**config.mk**
```make
export PLATFORM = sky130hd
export DESIGN_NAME = sexpr_token_lexer_flat
export DESIGN_NICKNAME = d
export VERILOG_FILES = /design/src/sv/sxl_pkg.sv /design/src/sv/sxl_in_if.sv /design/src/sv/sxl_out_if.sv /design/src/sv/sxl_front.sv /design/src/sv/sxl_queue.sv /design/src/sv/sxl_back.sv /design/src/sv/sexpr_token_lexer.sv /design/src/flat_wrapper.sv
export SDC_FILE = /design/constraint.sdc
export NUM_CORES = 1
export LEC_CHECK = 0
export ABC_AREA = 1
export BUFFER_PORTS_ARGS = -buffer_cell sky130_fd_sc_hd__buf_4
export CORE_ASPECT_RATIO = 1.1
export CORE_UTILIZATION = 30
export CTS_CLUSTER_DIAMETER = 80
export CTS_CLUSTER_SIZE = 14
export DETAILED_ROUTE_END_ITERATION = 6
export SYNTH_ARGS = -nofsm -noshare
export SYNTH_HDL_FRONTEND = slang
export SYNTH_HIERARCHICAL = 1
export SYNTH_SLANG_ARGS = --single-unit
```
**constraint.sdc**
```tcl
create_clock -name clk_i -period 5.2 [get_ports clk_i]
set_input_delay 0.78 -clock clk_i [delete_from_list [all_inputs] [get_ports clk_i]]
set_output_delay 0.78 -clock clk_i [all_outputs]
set_load 0.03 [all_outputs]
```
**src/sv/sxl_pkg.sv**
```systemverilog
// Package for the s-expression token lexer: sizes, result codes and the
// queue entry type shared by the front, queue and back modules.
// No dependencies.
package sxl_pkg;

  localparam int SYMBOL_LIMIT   = 32;
  localparam int TOKEN_CAPACITY = 64;
  localparam int POSITION_WIDTH = 16;

  localparam int STORE_DEPTH = SYMBOL_LIMIT - 1;
  localparam int STORE_AW    = (STORE_DEPTH > 1) ? $clog2(STORE_DEPTH) : 1;
  localparam int QUEUE_DEPTH = 4;
  localparam int QUEUE_AW    = $clog2(QUEUE_DEPTH);

  localparam logic [63:0] SIGN_CAP = 64'h8000_0000_0000_0000;

  typedef enum logic [2:0] {
    KIND_LPAREN = 3'd0,
    KIND_RPAREN = 3'd1,
    KIND_INT    = 3'd2,
    KIND_SYM    = 3'd3,
    KIND_ERROR  = 3'd4,
    KIND_END    = 3'd5
  } kind_e;

  typedef enum logic [1:0] {
    ERR_NONE       = 2'd0,
    ERR_UNEXPECTED = 2'd1,
    ERR_TOKEN_LONG = 2'd2,
    ERR_SYM_LONG   = 2'd3
  } err_e;

  // One queue entry: a single result, or a whole symbol burst.
  typedef struct packed {
    logic        is_sym;
    kind_e       kind;
    err_e        code;
    logic [31:0] int_value;
    logic [15:0] line;
    logic [15:0] column;
    logic [5:0]  sym_length;
    logic        last;
  } cmd_t;

  // Write port of the symbol character store.
  typedef struct packed {
    logic                we;
    logic [STORE_AW-1:0] addr;
    logic [7:0]          data;
  } store_wr_t;

  // Status from the back end to the front end.
  typedef struct packed {
    logic sym_done;
  } back_stat_t;

  // Largest magnitude that may still take digit d without passing 2^63.
  function automatic logic [63:0] dig_limit(input logic [3:0] d);
    logic [63:0] r;
    case (d)
      4'd0:    r = (SIGN_CAP - 64'd0) / 64'd10;
      4'd1:    r = (SIGN_CAP - 64'd1) / 64'd10;
      4'd2:    r = (SIGN_CAP - 64'd2) / 64'd10;
      4'd3:    r = (SIGN_CAP - 64'd3) / 64'd10;
      4'd4:    r = (SIGN_CAP - 64'd4) / 64'd10;
      4'd5:    r = (SIGN_CAP - 64'd5) / 64'd10;
      4'd6:    r = (SIGN_CAP - 64'd6) / 64'd10;
      4'd7:    r = (SIGN_CAP - 64'd7) / 64'd10;
      4'd8:    r = (SIGN_CAP - 64'd8) / 64'd10;
      default: r = (SIGN_CAP - 64'd9) / 64'd10;
    endcase
    return r;
  endfunction

endpackage

```
**src/sv/sxl_in_if.sv**
```systemverilog
// Request channel of the lexer: one source byte or end of text.
// No dependencies.
interface sxl_in_if;
  logic       valid;
  logic       ready;
  logic       req_type;
  logic [7:0] ch;

  modport source (output valid, req_type, ch, input ready);
  modport sink   (input valid, req_type, ch, output ready);
endinterface

```
**src/sv/sxl_out_if.sv**
```systemverilog
// Result channel of the lexer: one token, symbol character, error or end.
// No dependencies.
interface sxl_out_if;
  logic               valid;
  logic               ready;
  logic [2:0]         kind;
  logic [1:0]         error_code;
  logic signed [31:0] int_value;
  logic [15:0]        line;
  logic [15:0]        column;
  logic [5:0]         sym_length;
  logic [5:0]         sym_index;
  logic [7:0]         sym_char;
  logic               token_end;
  logic               last;

  modport source (output valid, kind, error_code, int_value, line, column, sym_length,
                  sym_index, sym_char, token_end, last, input ready);
  modport sink   (input valid, kind, error_code, int_value, line, column, sym_length,
                  sym_index, sym_char, token_end, last, output ready);
endinterface

```
**src/sv/sxl_front.sv**
```systemverilog
// Front end: takes requests, tracks the cursor and the pending token, and
// pushes up to two commands per request into the queue. Uses sxl_pkg.
module sxl_front import sxl_pkg::*; (
  input  logic       clk_i,
  input  logic       rst_ni,
  sxl_in_if.sink     req_i,
  input  logic       q_room_i,
  input  back_stat_t stat_i,
  output logic [1:0] push_n_o,
  output cmd_t       push0_o,
  output cmd_t       push1_o,
  output store_wr_t  store_wr_o
);

  localparam logic [POSITION_WIDTH-1:0] POS_MAX = '1;

  logic [POSITION_WIDTH-1:0] cur_line_q, cur_line_d, cur_col_q, cur_col_d;
  logic [POSITION_WIDTH-1:0] st_line_q, st_line_d, st_col_q, st_col_d;
  logic [5:0]  tok_len_q, tok_len_d;
  logic [63:0] mag_q, mag_d;
  logic        neg_q, neg_d, saw_q, saw_d, num_q, num_d, failed_q, failed_d;
  logic        sym_busy_q, sym_busy_d;

  logic [POSITION_WIDTH-1:0] col_b;
  logic        acc, eot, has_tok, is_int, sym_err;
  logic        is_paren, is_ws, is_print;
  logic [3:0]  dig;
  logic [31:0] int_val;
  cmd_t        close_c, cmd_a, cmd_b;
  logic        va, vb;

  // Hold off while the queue lacks room or a symbol burst reads the store.
  assign req_i.ready = q_room_i && !sym_busy_q;
  assign acc = req_i.valid && req_i.ready;
  assign eot = req_i.req_type || (req_i.ch == 8'd0);

  assign col_b    = (cur_col_q != POS_MAX) ? cur_col_q + 1'b1 : cur_col_q;
  assign is_paren = (req_i.ch == "(") || (req_i.ch == ")");
  assign is_ws    = (req_i.ch == " ") || (req_i.ch >= 8'd9 && req_i.ch <= 8'd13);
  assign is_print = (req_i.ch > 8'd32) && (req_i.ch < 8'd127);
  assign dig      = 4'(req_i.ch - "0");

  assign has_tok = (tok_len_q != 6'd0);
  assign is_int  = num_q && saw_q;
  assign sym_err = !is_int && (tok_len_q >= 6'(SYMBOL_LIMIT));

  // Low word of the saturated signed value.
  assign int_val = neg_q ? (32'd0 - mag_q[31:0]) :
                   (mag_q[63] ? 32'hFFFF_FFFF : mag_q[31:0]);

  // Command that closes the pending token.
  always_comb begin
    close_c = '0;
    close_c.line   = st_line_q[15:0];
    close_c.column = st_col_q[15:0];
    if (is_int) begin
      close_c.kind      = KIND_INT;
      close_c.int_value = int_val;
    end else if (sym_err) begin
      close_c.kind = KIND_ERROR;
      close_c.code = ERR_SYM_LONG;
    end else begin
      close_c.is_sym     = 1'b1;
      close_c.kind       = KIND_SYM;
      close_c.sym_length = tok_len_q;
    end
  end

  // Request decode and token state update.
  always_comb begin
    cur_line_d = cur_line_q;
    cur_col_d  = cur_col_q;
    st_line_d  = st_line_q;
    st_col_d   = st_col_q;
    tok_len_d  = tok_len_q;
    mag_d      = mag_q;
    neg_d      = neg_q;
    saw_d      = saw_q;
    num_d      = num_q;
    failed_d   = failed_q;
    sym_busy_d = sym_busy_q && !stat_i.sym_done;
    cmd_a      = close_c;
    cmd_b      = '0;
    va         = 1'b0;
    vb         = 1'b0;
    store_wr_o = '0;

    if (acc) begin
      if (eot) begin
        va = !failed_q && has_tok;
        vb = 1'b1;
        cmd_b.kind   = KIND_END;
        cmd_b.line   = cur_line_q[15:0];
        cmd_b.column = cur_col_q[15:0];
        cur_line_d = POSITION_WIDTH'(1);
        cur_col_d  = '0;
        st_line_d  = POSITION_WIDTH'(1);
        st_col_d   = '0;
        failed_d   = 1'b0;
        tok_len_d  = '0;
        mag_d      = '0;
        neg_d      = 1'b0;
        saw_d      = 1'b0;
        num_d      = 1'b1;
      end else if (!failed_q) begin
        cur_col_d = col_b;
        if (is_paren || is_ws) begin
          va = has_tok;
          if (has_tok && sym_err) begin
            failed_d = 1'b1;
          end
          if (is_paren && !(has_tok && sym_err)) begin
            vb = 1'b1;
            cmd_b.kind   = (req_i.ch == "(") ? KIND_LPAREN : KIND_RPAREN;
            cmd_b.line   = cur_line_q[15:0];
            cmd_b.column = col_b[15:0];
          end
          if (req_i.ch == 8'd10) begin
            if (cur_line_q != POS_MAX) begin
              cur_line_d = cur_line_q + 1'b1;
            end
            cur_col_d = '0;
          end
          tok_len_d = '0;
          mag_d     = '0;
          neg_d     = 1'b0;
          saw_d     = 1'b0;
          num_d     = 1'b1;
        end else if (is_print && tok_len_q >= 6'(TOKEN_CAPACITY - 1)) begin
          va = 1'b1;
          cmd_a = '0;
          cmd_a.kind   = KIND_ERROR;
          cmd_a.code   = ERR_TOKEN_LONG;
          cmd_a.line   = st_line_q[15:0];
          cmd_a.column = st_col_q[15:0];
          failed_d  = 1'b1;
          tok_len_d = '0;
          mag_d     = '0;
          neg_d     = 1'b0;
          saw_d     = 1'b0;
          num_d     = 1'b1;
        end else if (is_print) begin
          if (!has_tok) begin
            st_line_d = cur_line_q;
            st_col_d  = col_b;
          end
          if (!has_tok && (req_i.ch == "+" || req_i.ch == "-")) begin
            neg_d = (req_i.ch == "-");
          end else if (req_i.ch >= "0" && req_i.ch <= "9") begin
            saw_d = 1'b1;
            if (mag_q > dig_limit(dig)) begin
              mag_d = SIGN_CAP;
            end else begin
              mag_d = (mag_q << 3) + (mag_q << 1) + 64'(dig);
            end
          end else begin
            num_d = 1'b0;
          end
          if (tok_len_q < 6'(STORE_DEPTH)) begin
            store_wr_o.we   = 1'b1;
            store_wr_o.addr = tok_len_q[STORE_AW-1:0];
            store_wr_o.data = req_i.ch;
          end
          tok_len_d = tok_len_q + 1'b1;
        end else begin
          va = 1'b1;
          cmd_a = '0;
          cmd_a.kind   = KIND_ERROR;
          cmd_a.code   = ERR_UNEXPECTED;
          cmd_a.line   = cur_line_q[15:0];
          cmd_a.column = col_b[15:0];
          failed_d  = 1'b1;
          tok_len_d = '0;
          mag_d     = '0;
          neg_d     = 1'b0;
          saw_d     = 1'b0;
          num_d     = 1'b1;
        end
      end
    end

    cmd_a.last = !vb;
    cmd_b.last = 1'b1;
    if (va && cmd_a.is_sym) begin
      sym_busy_d = 1'b1;
    end
  end

  // Pack the commands into the queue write slots.
  always_comb begin
    push_n_o = {1'b0, va} + {1'b0, vb};
    push0_o  = va ? cmd_a : cmd_b;
    push1_o  = cmd_b;
  end

  always_ff @(posedge clk_i or negedge rst_ni) begin
    if (!rst_ni) begin
      cur_line_q <= POSITION_WIDTH'(1);
      cur_col_q  <= '0;
      st_line_q  <= POSITION_WIDTH'(1);
      st_col_q   <= '0;
      tok_len_q  <= '0;
      mag_q      <= '0;
      neg_q      <= 1'b0;
      saw_q      <= 1'b0;
      num_q      <= 1'b1;
      failed_q   <= 1'b0;
      sym_busy_q <= 1'b0;
    end else begin
      cur_line_q <= cur_line_d;
      cur_col_q  <= cur_col_d;
      st_line_q  <= st_line_d;
      st_col_q   <= st_col_d;
      tok_len_q  <= tok_len_d;
      mag_q      <= mag_d;
      neg_q      <= neg_d;
      saw_q      <= saw_d;
      num_q      <= num_d;
      failed_q   <= failed_d;
      sym_busy_q <= sym_busy_d;
    end
  end

  // The magnitude never passes the saturation cap.
  a_mag_cap: assert property (@(posedge clk_i) disable iff (!rst_ni)
    mag_q <= SIGN_CAP) else $error("magnitude above cap");
  // A failed lexer queues nothing for source bytes.
  a_failed_quiet: assert property (@(posedge clk_i) disable iff (!rst_ni)
    (acc && failed_q && !eot) |-> (push_n_o == 2'd0)) else $error("push while failed");
  // Token length stays below the capacity.
  a_tok_len: assert property (@(posedge clk_i) disable iff (!rst_ni)
    tok_len_q < 6'(TOKEN_CAPACITY - 1) || tok_len_q == 6'(TOKEN_CAPACITY - 1))
    else $error("token too long");

endmodule

```
**src/sv/sxl_queue.sv**
```systemverilog
// Short command queue between the front and back ends; takes up to two
// entries per cycle and hands out at most one. Uses sxl_pkg.
module sxl_queue import sxl_pkg::*; (
  input  logic       clk_i,
  input  logic       rst_ni,
  input  logic [1:0] push_n_i,
  input  cmd_t       push0_i,
  input  cmd_t       push1_i,
  input  logic       pop_i,
  output logic       room_o,
  output logic       head_valid_o,
  output cmd_t       head_o
);

  cmd_t                  mem_q [QUEUE_DEPTH];
  logic [QUEUE_AW-1:0]   wptr_q, rptr_q;
  logic [QUEUE_AW:0]     cnt_q;
  logic [QUEUE_AW-1:0]   wptr1;

  assign wptr1        = wptr_q + 1'b1;
  assign room_o       = (cnt_q <= (QUEUE_AW + 1)'(QUEUE_DEPTH - 2));
  assign head_valid_o = (cnt_q != '0);
  assign head_o       = mem_q[rptr_q];

  // Entry storage.
  always_ff @(posedge clk_i) begin
    if (push_n_i != 2'd0) begin
      mem_q[wptr_q] <= push0_i;
    end
    if (push_n_i == 2'd2) begin
      mem_q[wptr1] <= push1_i;
    end
  end

  // Pointers and fill count.
  always_ff @(posedge clk_i or negedge rst_ni) begin
    if (!rst_ni) begin
      wptr_q <= '0;
      rptr_q <= '0;
      cnt_q  <= '0;
    end else begin
      wptr_q <= wptr_q + QUEUE_AW'(push_n_i);
      rptr_q <= rptr_q + QUEUE_AW'(pop_i);
      cnt_q  <= cnt_q + (QUEUE_AW + 1)'(push_n_i) - (QUEUE_AW + 1)'(pop_i);
    end
  end

  a_no_overflow: assert property (@(posedge clk_i) disable iff (!rst_ni)
    (push_n_i != 2'd0) |-> room_o) else $error("queue overflow");
  a_no_underflow: assert property (@(posedge clk_i) disable iff (!rst_ni)
    pop_i |-> head_valid_o) else $error("queue underflow");
  a_count: assert property (@(posedge clk_i) disable iff (!rst_ni)
    cnt_q <= (QUEUE_AW + 1)'(QUEUE_DEPTH)) else $error("queue count out of range");

endmodule

```
**src/sv/sxl_back.sv**
```systemverilog
// Back end: drains the command queue into the result register and walks
// the symbol store a character a cycle while not stalled. Uses sxl_pkg.
module sxl_back import sxl_pkg::*; (
  input  logic       clk_i,
  input  logic       rst_ni,
  input  logic       head_valid_i,
  input  cmd_t       head_i,
  input  store_wr_t  store_wr_i,
  output logic       pop_o,
  output back_stat_t stat_o,
  sxl_out_if.source  res_o
);

  logic [7:0] store_q [STORE_DEPTH];
  logic [5:0] idx_q, idx_d;
  logic       load, sym_final;

  logic               valid_q;
  logic [2:0]         kind_q;
  logic [1:0]         code_q;
  logic signed [31:0] int_q;
  logic [15:0]        line_q, col_q;
  logic [5:0]         len_q, sidx_q;
  logic [7:0]         char_q;
  logic               tend_q, last_q;

  // Symbol character store.
  always_ff @(posedge clk_i) begin
    if (store_wr_i.we) begin
      store_q[store_wr_i.addr] <= store_wr_i.data;
    end
  end

  assign load      = head_valid_i && (!valid_q || res_o.ready);
  assign sym_final = (idx_q + 1'b1 == head_i.sym_length);

  // Burst sequencing and queue pop.
  always_comb begin
    idx_d           = idx_q;
    pop_o           = 1'b0;
    stat_o.sym_done = 1'b0;
    if (load) begin
      if (!head_i.is_sym) begin
        pop_o = 1'b1;
      end else if (sym_final) begin
        pop_o           = 1'b1;
        stat_o.sym_done = 1'b1;
        idx_d           = '0;
      end else begin
        idx_d = idx_q + 1'b1;
      end
    end
  end

  always_ff @(posedge clk_i or negedge rst_ni) begin
    if (!rst_ni) begin
      idx_q   <= '0;
      valid_q <= 1'b0;
    end else begin
      idx_q <= idx_d;
      if (load) begin
        valid_q <= 1'b1;
      end else if (res_o.ready) begin
        valid_q <= 1'b0;
      end
    end
  end

  // Result payload register.
  always_ff @(posedge clk_i) begin
    if (load) begin
      kind_q <= head_i.kind;
      code_q <= head_i.code;
      int_q  <= head_i.int_value;
      line_q <= head_i.line;
      col_q  <= head_i.column;
      len_q  <= head_i.sym_length;
      if (head_i.is_sym) begin
        sidx_q <= idx_q;
        char_q <= store_q[idx_q[STORE_AW-1:0]];
        tend_q <= sym_final;
        last_q <= sym_final && head_i.last;
      end else begin
        sidx_q <= '0;
        char_q <= '0;
        tend_q <= 1'b0;
        last_q <= head_i.last;
      end
    end
  end

  assign res_o.valid      = valid_q;
  assign res_o.kind       = kind_q;
  assign res_o.error_code = code_q;
  assign res_o.int_value  = int_q;
  assign res_o.line       = line_q;
  assign res_o.column     = col_q;
  assign res_o.sym_length = len_q;
  assign res_o.sym_index  = sidx_q;
  assign res_o.sym_char   = char_q;
  assign res_o.token_end  = tend_q;
  assign res_o.last       = last_q;

  // A burst index stays inside its symbol.
  a_idx_range: assert property (@(posedge clk_i) disable iff (!rst_ni)
    (head_valid_i && head_i.is_sym) |-> (idx_q < head_i.sym_length))
    else $error("symbol index past length");
  // The counter is back at zero whenever no burst is under way.
  a_idx_idle: assert property (@(posedge clk_i) disable iff (!rst_ni)
    !head_valid_i |-> (idx_q == 6'd0)) else $error("stale burst index");
  // A held result is not overwritten.
  a_hold: assert property (@(posedge clk_i) disable iff (!rst_ni)
    (valid_q && !res_o.ready) |-> !load) else $error("result overwritten");

endmodule

```
**src/sv/sexpr_token_lexer.sv**
```systemverilog
// S-expression token lexer: top level joining front end, queue and back end.
// Uses sxl_pkg, sxl_in_if, sxl_out_if, sxl_front, sxl_queue, sxl_back.
// Results pass through the command queue and then the result register after
// their request is taken. Throughput: one request and one result a cycle when
// the queue has room and the receiver is ready; a symbol gives one result per
// character, and the next request waits until its burst ends.
// Reset (asynchronous, active low) sets the cursor to line 1, column 0.
module sexpr_token_lexer import sxl_pkg::*; (
  input  logic      clk_i,
  input  logic      rst_ni,
  sxl_in_if.sink    req_i,
  sxl_out_if.source res_o
);

  logic       room, head_valid, pop;
  logic [1:0] push_n;
  cmd_t       push0, push1, head;
  store_wr_t  store_wr;
  back_stat_t stat;

  sxl_front u_front (
    .clk_i, .rst_ni, .req_i,
    .q_room_i(room), .stat_i(stat), .push_n_o(push_n),
    .push0_o(push0), .push1_o(push1), .store_wr_o(store_wr)
  );

  sxl_queue u_queue (
    .clk_i, .rst_ni, .push_n_i(push_n), .push0_i(push0), .push1_i(push1),
    .pop_i(pop), .room_o(room), .head_valid_o(head_valid), .head_o(head)
  );

  sxl_back u_back (
    .clk_i, .rst_ni, .head_valid_i(head_valid), .head_i(head),
    .store_wr_i(store_wr), .pop_o(pop), .stat_o(stat), .res_o
  );

endmodule

```
**src/flat_wrapper.sv**
```systemverilog
// flat-port wrapper written by rule: the top's interface ports become plain ports
module sexpr_token_lexer_flat import sxl_pkg::*;
  (clk_i, rst_ni, req_i_valid, req_i_req_type, req_i_ch, req_i_ready, res_o_valid, res_o_kind, res_o_error_code, res_o_int_value, res_o_line, res_o_column, res_o_sym_length, res_o_sym_index, res_o_sym_char, res_o_token_end, res_o_last, res_o_ready);
  sxl_in_if req_i_i ();
  sxl_out_if res_o_i ();
  input  logic clk_i;
  input  logic rst_ni;
  input wire logic [$bits(req_i_i.valid)-1:0] req_i_valid;
  input wire logic [$bits(req_i_i.req_type)-1:0] req_i_req_type;
  input wire logic [$bits(req_i_i.ch)-1:0] req_i_ch;
  output wire logic [$bits(req_i_i.ready)-1:0] req_i_ready;
  output wire logic [$bits(res_o_i.valid)-1:0] res_o_valid;
  output wire logic [$bits(res_o_i.kind)-1:0] res_o_kind;
  output wire logic [$bits(res_o_i.error_code)-1:0] res_o_error_code;
  output wire logic [$bits(res_o_i.int_value)-1:0] res_o_int_value;
  output wire logic [$bits(res_o_i.line)-1:0] res_o_line;
  output wire logic [$bits(res_o_i.column)-1:0] res_o_column;
  output wire logic [$bits(res_o_i.sym_length)-1:0] res_o_sym_length;
  output wire logic [$bits(res_o_i.sym_index)-1:0] res_o_sym_index;
  output wire logic [$bits(res_o_i.sym_char)-1:0] res_o_sym_char;
  output wire logic [$bits(res_o_i.token_end)-1:0] res_o_token_end;
  output wire logic [$bits(res_o_i.last)-1:0] res_o_last;
  input wire logic [$bits(res_o_i.ready)-1:0] res_o_ready;
  assign req_i_i.valid = req_i_valid;
  assign req_i_i.req_type = req_i_req_type;
  assign req_i_i.ch = req_i_ch;
  assign req_i_ready = req_i_i.ready;
  assign res_o_valid = res_o_i.valid;
  assign res_o_kind = res_o_i.kind;
  assign res_o_error_code = res_o_i.error_code;
  assign res_o_int_value = res_o_i.int_value;
  assign res_o_line = res_o_i.line;
  assign res_o_column = res_o_i.column;
  assign res_o_sym_length = res_o_i.sym_length;
  assign res_o_sym_index = res_o_i.sym_index;
  assign res_o_sym_char = res_o_i.sym_char;
  assign res_o_token_end = res_o_i.token_end;
  assign res_o_last = res_o_i.last;
  assign res_o_i.ready = res_o_ready;
  sexpr_token_lexer u_core (.clk_i(clk_i), .rst_ni(rst_ni), .req_i(req_i_i), .res_o(res_o_i));
endmodule
```
==> impl_metrics.csv, run 1 <==
group,metric,value,unit
outcome,status,"finished clean",
critical_path,cp_max_fo,28,
critical_path,cpLargestDelayFamily,"simple AND/OR/NAND/NOR gates",
timing,finalMaxSlewViolations,0,
drt,routedWlPerCell,17.9,um
timing,fin_hold_ws,0.146,ns
synthesis,synthCells,5989,
global_routing,grt_pass1_wl,221,mm
flow_run,max-cap-violations,0,
drt,detail_route.vias_per_cell,4.84,
critical_path,crit_buf_inv,5,
clock_tree,cts.htree.levels,3,
place,gp_congestion,0.937,
clock_tree,clkLatencyLatePin,0.70,ns
global_routing,antenna_found_initial,5,
synthesis,ys_ff_latch,800,
place,portBuffers,105,
clock_tree,cts.path.max_buffers,3,
place,place_area,49700,sq um
timing,grt_setup_unrepaired,"no",
clock_tree,cts_tree,"built",
clock_tree,post_cts_buffers,0,
cells_and_area,final_area,51900,sq um
timing,max_freq,0.236,GHz
drt,drt_iter0_drc,3467,
synthesis,syn_area,47000,sq um
global_routing,grt_use_total,18.1,%
global_routing,grt_pass1_vias,37200,
cells_and_area,nFillCells,16000,
drt,totalWireLength,145,mm
clock_tree,cts_hold_buf,0,
synthesis,syn_avg_cell_area,7.84,sq um
critical_path,cp-end-kind,"register",
cells_and_area,drive_gt1_share,7.20,%
critical_path,cpMaxStageDelayCell,"nand2_4",
cells_and_area,final_common_cell,"nand2_1",
clock_tree,numCtsBuffers,73,
timing,slew_headroom,17.5,%
timing,finalCriticalPeriod,4.23,ns
drt,route.detailed.drc,0,
timing,fin_tns_setup,0,ns
clock_tree,cts.reportedPaths.clkPinSlew,0.07,ns
critical_path,cp-start-kind,"register",
power_and_ir_drop,peakVddDrop,0.350,mV
floorplan,die_w,379,um
synthesis,seq_area_frac_synth,49.5,%
synthesis,synth.distinct_cells,54,
worst_hold_path,min_path_type,"in -> async",
critical_path,critPathRequiredTime,5.55,ns
floorplan,die_h,417,um
floorplan,core-area,155000,sq um
critical_path,critPathKind,"reg -> reg",
critical_path,critPathArrivalTime,4.58,ns
timing,setup_viol,0,
clock_tree,cts-root-buf,"clkbuf_16",
floorplan,start_util,30.4,%
place,post-place-ws,0.436,ns
timing,worst_slew_pin_slew,1.24,ns
floorplan,dieArea,158000,sq um
global_routing,overflow,0,
timing,skew,0.0431,ns
drt,dr.pass1.iters,6,
timing,finalHoldViolCount,0,
global_routing,grt_max_degree,190,
cells_and_area,antenna_cells,0,
clock_tree,clock-sinks,800,
critical_path,max_stage_delay,0.60,ns
power_and_ir_drop,p_leak,24.8,nW
floorplan,rows,151,
power_and_ir_drop,power_density,486,nW/um^2
clock_tree,cts_resized,0,
cells_and_area,most-common-layout-cells,"nand2_1, inv_1, nand3_1, edfxtp_1, nor2_1",
floorplan,ioPinCount,106,
cells_and_area,area_delta_synth_final,10.5,%
synthesis,yosys_warnings,6,
cells_and_area,final_nets,6140,
drt,vias,39200,
critical_path,path_cells,"a21oi_1 > inv_1 > nor2_2 > nand2_2 > nor2_2 > nand3_1 > buf_4 > inv_2 > nor2_4 > inv_1 > ha_1 > nor2_4 > nand2_4 > nand2_4 > buf_12",
place,hpwlAfterDp,96.1,mm
timing,fin_ws,0.970,ns
timing,fin_crit_sh,81.3,%
drt,ant_nets,0,
path summary, 6_finish.rpt:
path	to	cells past startpoint	from	slack, ns
setup reg to reg	u_core/u_queue/mem_q[3][32]$_DFFE_PP_	15	u_core/u_queue/cnt_q[0]$_DFF_PN0_	0.97
max in group asynchronous	u_core/u_front/mag_q[48]$_DFFE_PN0P_	2	rst_ni	4.02
min in group clk_i	u_core/u_back/res_o.valid$_DFFE_PN0P_	4	res_o_ready	0.41
setup / recovery	u_core/u_queue/mem_q[3][32]$_DFFE_PP_	15	u_core/u_queue/cnt_q[0]$_DFF_PN0_	0.97
hold reg to reg	u_core/u_front/num_q$_DFFE_PN1P_	2	u_core/u_front/num_q$_DFFE_PN1P_	0.47
hold / removal	u_core/u_front/st_line_q[11]$_DFFE_PN0P_	1	rst_ni	0.15
where the power goes:
group	switching [mW]	leakage, nW	total [mW]	internal, mW
logic	7.96	15.3	11.4	3.43
registers	0.664	8.43	8.43	7.77
clock network	2.66	1.09	5.40	2.74
metrics by stage:
stage / std cells / power (mW) / util, %
3_5_place_dp: 7976 / 19.9 / 32.1
3_3_place_gp: 7976 / 19.9 / 32.1
4_1_cts: 8094 / 25.4 / 33.6
6_report: 8094 / 25.2 / 33.6
2_1_floorplan: 6032 / 16.1 / -
5_1_grt: 8094 / 26.8 / 33.6
worst register-to-register path: cells and delay by family, from the launching register on:
kind | cells | cell delay (ns)
AO/OA/AOI/OAI | 1 | 0.14
AND/OR/NAND/NOR | 8 | 2.36
buffers and inverters | 5 | 0.71
adder cells (fa/ha/maj) | 1 | 0.31
flip-flops | 1 | 0.38
layout make-up:
type | count | area [sq um] | area share [%]
Timing Repair Buffer | 168 | 1390 | 2.68
Clock inverter | 17 | 278 | 0.535
Tap cell | 2065 | 2580 | 4.98
Inverter | 840 | 3160 | 6.09
Clock buffer | 101 | 1980 | 3.82
Sequential cell | 800 | 23300 | 44.8
Multi-Input combinational cell | 4103 | 19200 | 37.1
logic make-up after synthesis:
group | share of synthesized area (%)
simple gates | 31.5
compound gates | 4.14
flops | 49.5
buf+inv | 10.1
fa+ha+maj | 3.80
other cells | 0.0160
xor+xnor | 0.932
sequential cells by signal, indices dropped and copies added (netlist names), 2 cells and up:
signal,count
u_core/u_queue/mem_q,308
u_core/u_back/res_o.sym_index,6
u_core/u_back/res_o.sym_length,6
u_core/u_back/idx_q,6
u_core/u_back/res_o.column,16
u_core/u_front/cur_col_q,16
u_core/u_back/res_o.kind,3
u_core/u_back/res_o.line,16
u_core/u_back/res_o.sym_char,8
u_core/u_front/tok_len_q,6
u_core/u_back/store_q,248
u_core/u_front/cur_line_q,16
u_core/u_queue/wptr_q,2
u_core/u_front/mag_q,64
u_core/u_queue/rptr_q,2
u_core/u_front/st_line_q,16
u_core/u_back/res_o.error_code,2
u_core/u_front/st_col_q,16
u_core/u_queue/cnt_q,3
u_core/u_back/res_o.int_value,32
cell usage after synthesis (all sizes together):
master / instances / area share (%)
a211oi: 1 / 0.016
nand3b: 23 / 0.37
dfstp: 3 / 0.17
nor3b: 3 / 0.048
a21o: 1 / 0.016
xnor2: 32 / 0.60
nor3: 42 / 0.45
a21boi: 2 / 0.032
ha: 138 / 3.7
o211ai: 6 / 0.096
xor2: 18 / 0.34
conb: 2 / 0.016
nor2: 340 / 2.9
o41ai: 1 / 0.019
o22ai: 51 / 0.68
nand4: 25 / 0.36
fa: 3 / 0.13
clkbuf: 78 / 0.62
edfxtp: 647 / 41
o21bai: 14 / 0.25
and2: 3 / 0.040
o221ai: 2 / 0.037
or2: 84 / 1.1
a31oi: 1 / 0.013
o21a: 2 / 0.032
o21ai: 140 / 1.5
clkinv: 4 / 0.035
dfrtp: 150 / 8.0
o211a: 1 / 0.021
nand2: 2225 / 18
buf: 211 / 2.7
nand3: 772 / 8.3
inv: 836 / 6.7
o31ai: 8 / 0.13
a21oi: 116 / 1.3
nor4: 4 / 0.053
layer usage:
| metal | share of wire, % | GRT usage, % |
|---|---|---|
| met3 | 7.3 | 2.91 |
| met4 | 3.0 | 5.61 |
| met5 | 0 | 0 |
| met1 | 43 | 24.3 |
| met2 | 46 | 29.6 |
(Power assumes the default switching activity.)
==> run 2, diff against run 1 <==
==> constraint.sdc (replaced) <==
create_clock -name clk_i -period 4.15 [get_ports clk_i]
set_input_delay 0.6225 -clock clk_i [delete_from_list [all_inputs] [get_ports clk_i]]
set_output_delay 0.6225 -clock clk_i [all_outputs]
set_load 0.03 [all_outputs]
==> impl_metrics.csv, run 2 (synthesis results as in run 1) <==
group,metric,value,unit
drt,route.detailed.drc,6,
cells_and_area,final_area,52400,sq um
timing,finalCriticalPeriod,3.73,ns
clock_tree,post_cts_buffers,0,
clock_tree,cts.htree.levels,3,
clock_tree,numCtsBuffers,72,
clock_tree,clock-sinks,800,
drt,ant_nets,0,
place,placed_cells,8030,
critical_path,critPathArrivalTime,4.32,ns
floorplan,core-area,155000,sq um
global_routing,grt_use_total,17.8,%
place,hpwlAfterDp,95.7,mm
outcome,status,"finished with violations",
floorplan,rows,151,
drt,routedWlPerCell,17.5,um
floorplan,start_util,30.4,%
drt,vias,39200,
drt,drt_iter0_drc,3552,
timing,skew,0.0439,ns
global_routing,overflow,0,
global_routing,grt_pass1_vias,37000,
power_and_ir_drop,peakVddDrop,0.458,mV
timing,grt_setup_unrepaired,"no",
floorplan,die_h,417,um
drt,detail_route.vias_per_cell,4.81,
clock_tree,cts.path.max_buffers,3,
power_and_ir_drop,power_density,601,nW/um^2
drt,totalWireLength,143,mm
cells_and_area,final_nets,6194,
cells_and_area,most-common-layout-cells,"nand2_1, inv_1, nand3_1, edfxtp_1, nor2_1",
place,post-place-ws,0.234,ns
cells_and_area,finalNonFillerCells,8148,
clock_tree,clkLatencyLatePin,0.67,ns
floorplan,ioPinCount,106,
cells_and_area,top_regs,"u_core/u_queue/mem_q x308, u_core/u_back/store_q x248, u_core/u_front/mag_q x64",
worst_hold_path,hold_depth,4,
clock_tree,cts_tree,"built",
cells_and_area,drive_gt1_share,7.96,%
cells_and_area,largest_register_ffs,308,
timing,finalHoldViolCount,0,
place,place_area,50200,sq um
critical_path,cp-end-kind,"register",
place,gp_congestion,0.940,
clock_tree,cts_resized,0,
timing,fin_ws,0.421,ns
cells_and_area,top_register,"u_core/u_queue/mem_q",
cells_and_area,area_delta_synth_final,11.6,%
global_routing,grt_pass1_wl,219,mm
cells_and_area,final_common_cell,"nand2_1",
floorplan,die_w,379,um
power_and_ir_drop,p_leak,25.1,nW
timing,setup_viol,0,
floorplan,dieArea,158000,sq um
timing,fin_tns_setup,0,ns
clock_tree,cts-root-buf,"clkbuf_16",
critical_path,cp-start-kind,"register",
timing,slew_headroom,9.46,%
outcome,violations,"DRC",
drt,dr.pass1.iters,7,
worst_hold_path,min_path_type,"in -> reg",
cells_and_area,nFillCells,16000,
critical_path,critPathKind,"reg -> reg",
cells_and_area,seq_area,23300,sq um
clock_tree,cts.reportedPaths.clkPinSlew,0.07,ns
global_routing,antenna_found_initial,12,
place,portBuffers,105,
global_routing,grt_max_degree,122,
flow_run,max-cap-violations,0,
timing,max_freq,0.268,GHz
cells_and_area,multi_input_area,19200,sq um
critical_path,worstRegToRegCells,16,
timing,finalMaxSlewViolations,0,
critical_path,critPathRequiredTime,4.74,ns
timing,fin_crit_sh,89.9,%
critical_path,cp_max_fo,29,
timing,worst_slew_pin_slew,1.36,ns
-- run 2: cell types whose count changed in the layout (fill, tap and decap cells not counted), moves of 3 or more --
cell	change
clkinv_8	-3
inv_6	+3
clkinv_16	+3
buf_12	+11
clkbuf_8	-4
buf_4	+43
-- run 2: critical path, cell delays in order, from the launching register on --
cell and delay (ns):
dfrtp_4 0.61, inv_2 0.28, buf_4 0.42, nand2_1 0.09, nand3_1 0.08, nand2_1 0.23
inv_1 0.11, nand2_1 0.05, nand2_1 0.09, nand3_4 0.14, a21oi_1 0.28, ha_1 0.19
inv_1 0.08, ha_1 0.26, fa_1 0.48, nand3b_1 0.17, nand2_1 0.07
-- run 2: what timing repair did --
item                                    CTS  global route
hold buffers                              1             0
endpoints found under the hold margin    48             0
endpoints found under the setup margin    0             0
-- run 2: worst paths after layout --
kind / to / slack, ns / start
max: u_core/u_queue/cnt_q[2]$_DFF_PN0_ / 0.42 / u_core/u_queue/rptr_q[0]$_DFF_PN0_
min: u_core/u_back/res_o.valid$_DFFE_PN0P_ / 0.38 / res_o_ready
max reg2reg: u_core/u_queue/cnt_q[2]$_DFF_PN0_ / 0.42 / u_core/u_queue/rptr_q[0]$_DFF_PN0_
min reg2reg: u_core/u_front/num_q$_DFFE_PN1P_ / 0.47 / u_core/u_front/num_q$_DFFE_PN1P_
max in group asynchronous: u_core/u_front/cur_col_q[4]$_DFFE_PN0P_ / 2.73 / rst_ni
min in group asynchronous: u_core/u_front/cur_line_q[7]$_DFFE_PN0P_ / 0.52 / rst_ni
-- run 2: per-layer routing --
metal / up-vias / GRT usage (%) / part of all wire [%]
li1: 19200 / - / -
met1: 18400 / 24.1 / 44
met2: 1404 / 29.4 / 47
met3: 203 / 2.39 / 6.6
met4: 2 / 4.97 / 2.6
met5: - / 0 / 0.012
-- run 2: final cells by class --
cell class,count,share of cell area [%]
well taps,2065,4.93
clock buffers,97,3.67
clock inverters,19,0.566
repair buffers,223,3.71
diodes,1,0.00477
flip-flops and latches,800,44.4
inverters,840,6.03
multi-input cells,4103,36.7
-- run 2: where the power goes --
group	internal, mW	total, mW	switching (mW)
Clock	3.35	6.62	3.27
Sequential	9.74	10.4	0.683
Combinational	4.36	14.5	10.1
-- run 2: stage by stage --
stage	hold WS (ns)	utilization [%]	power (mW)
final	0.384	33.9	31.5
after CTS	0.334	33.9	31.7
after floorplan	0.327	-	20.2
after global routing	0.338	33.9	33.5
after global placement	0.452	32.4	24.9
after detailed placement	0.460	32.4	25.0
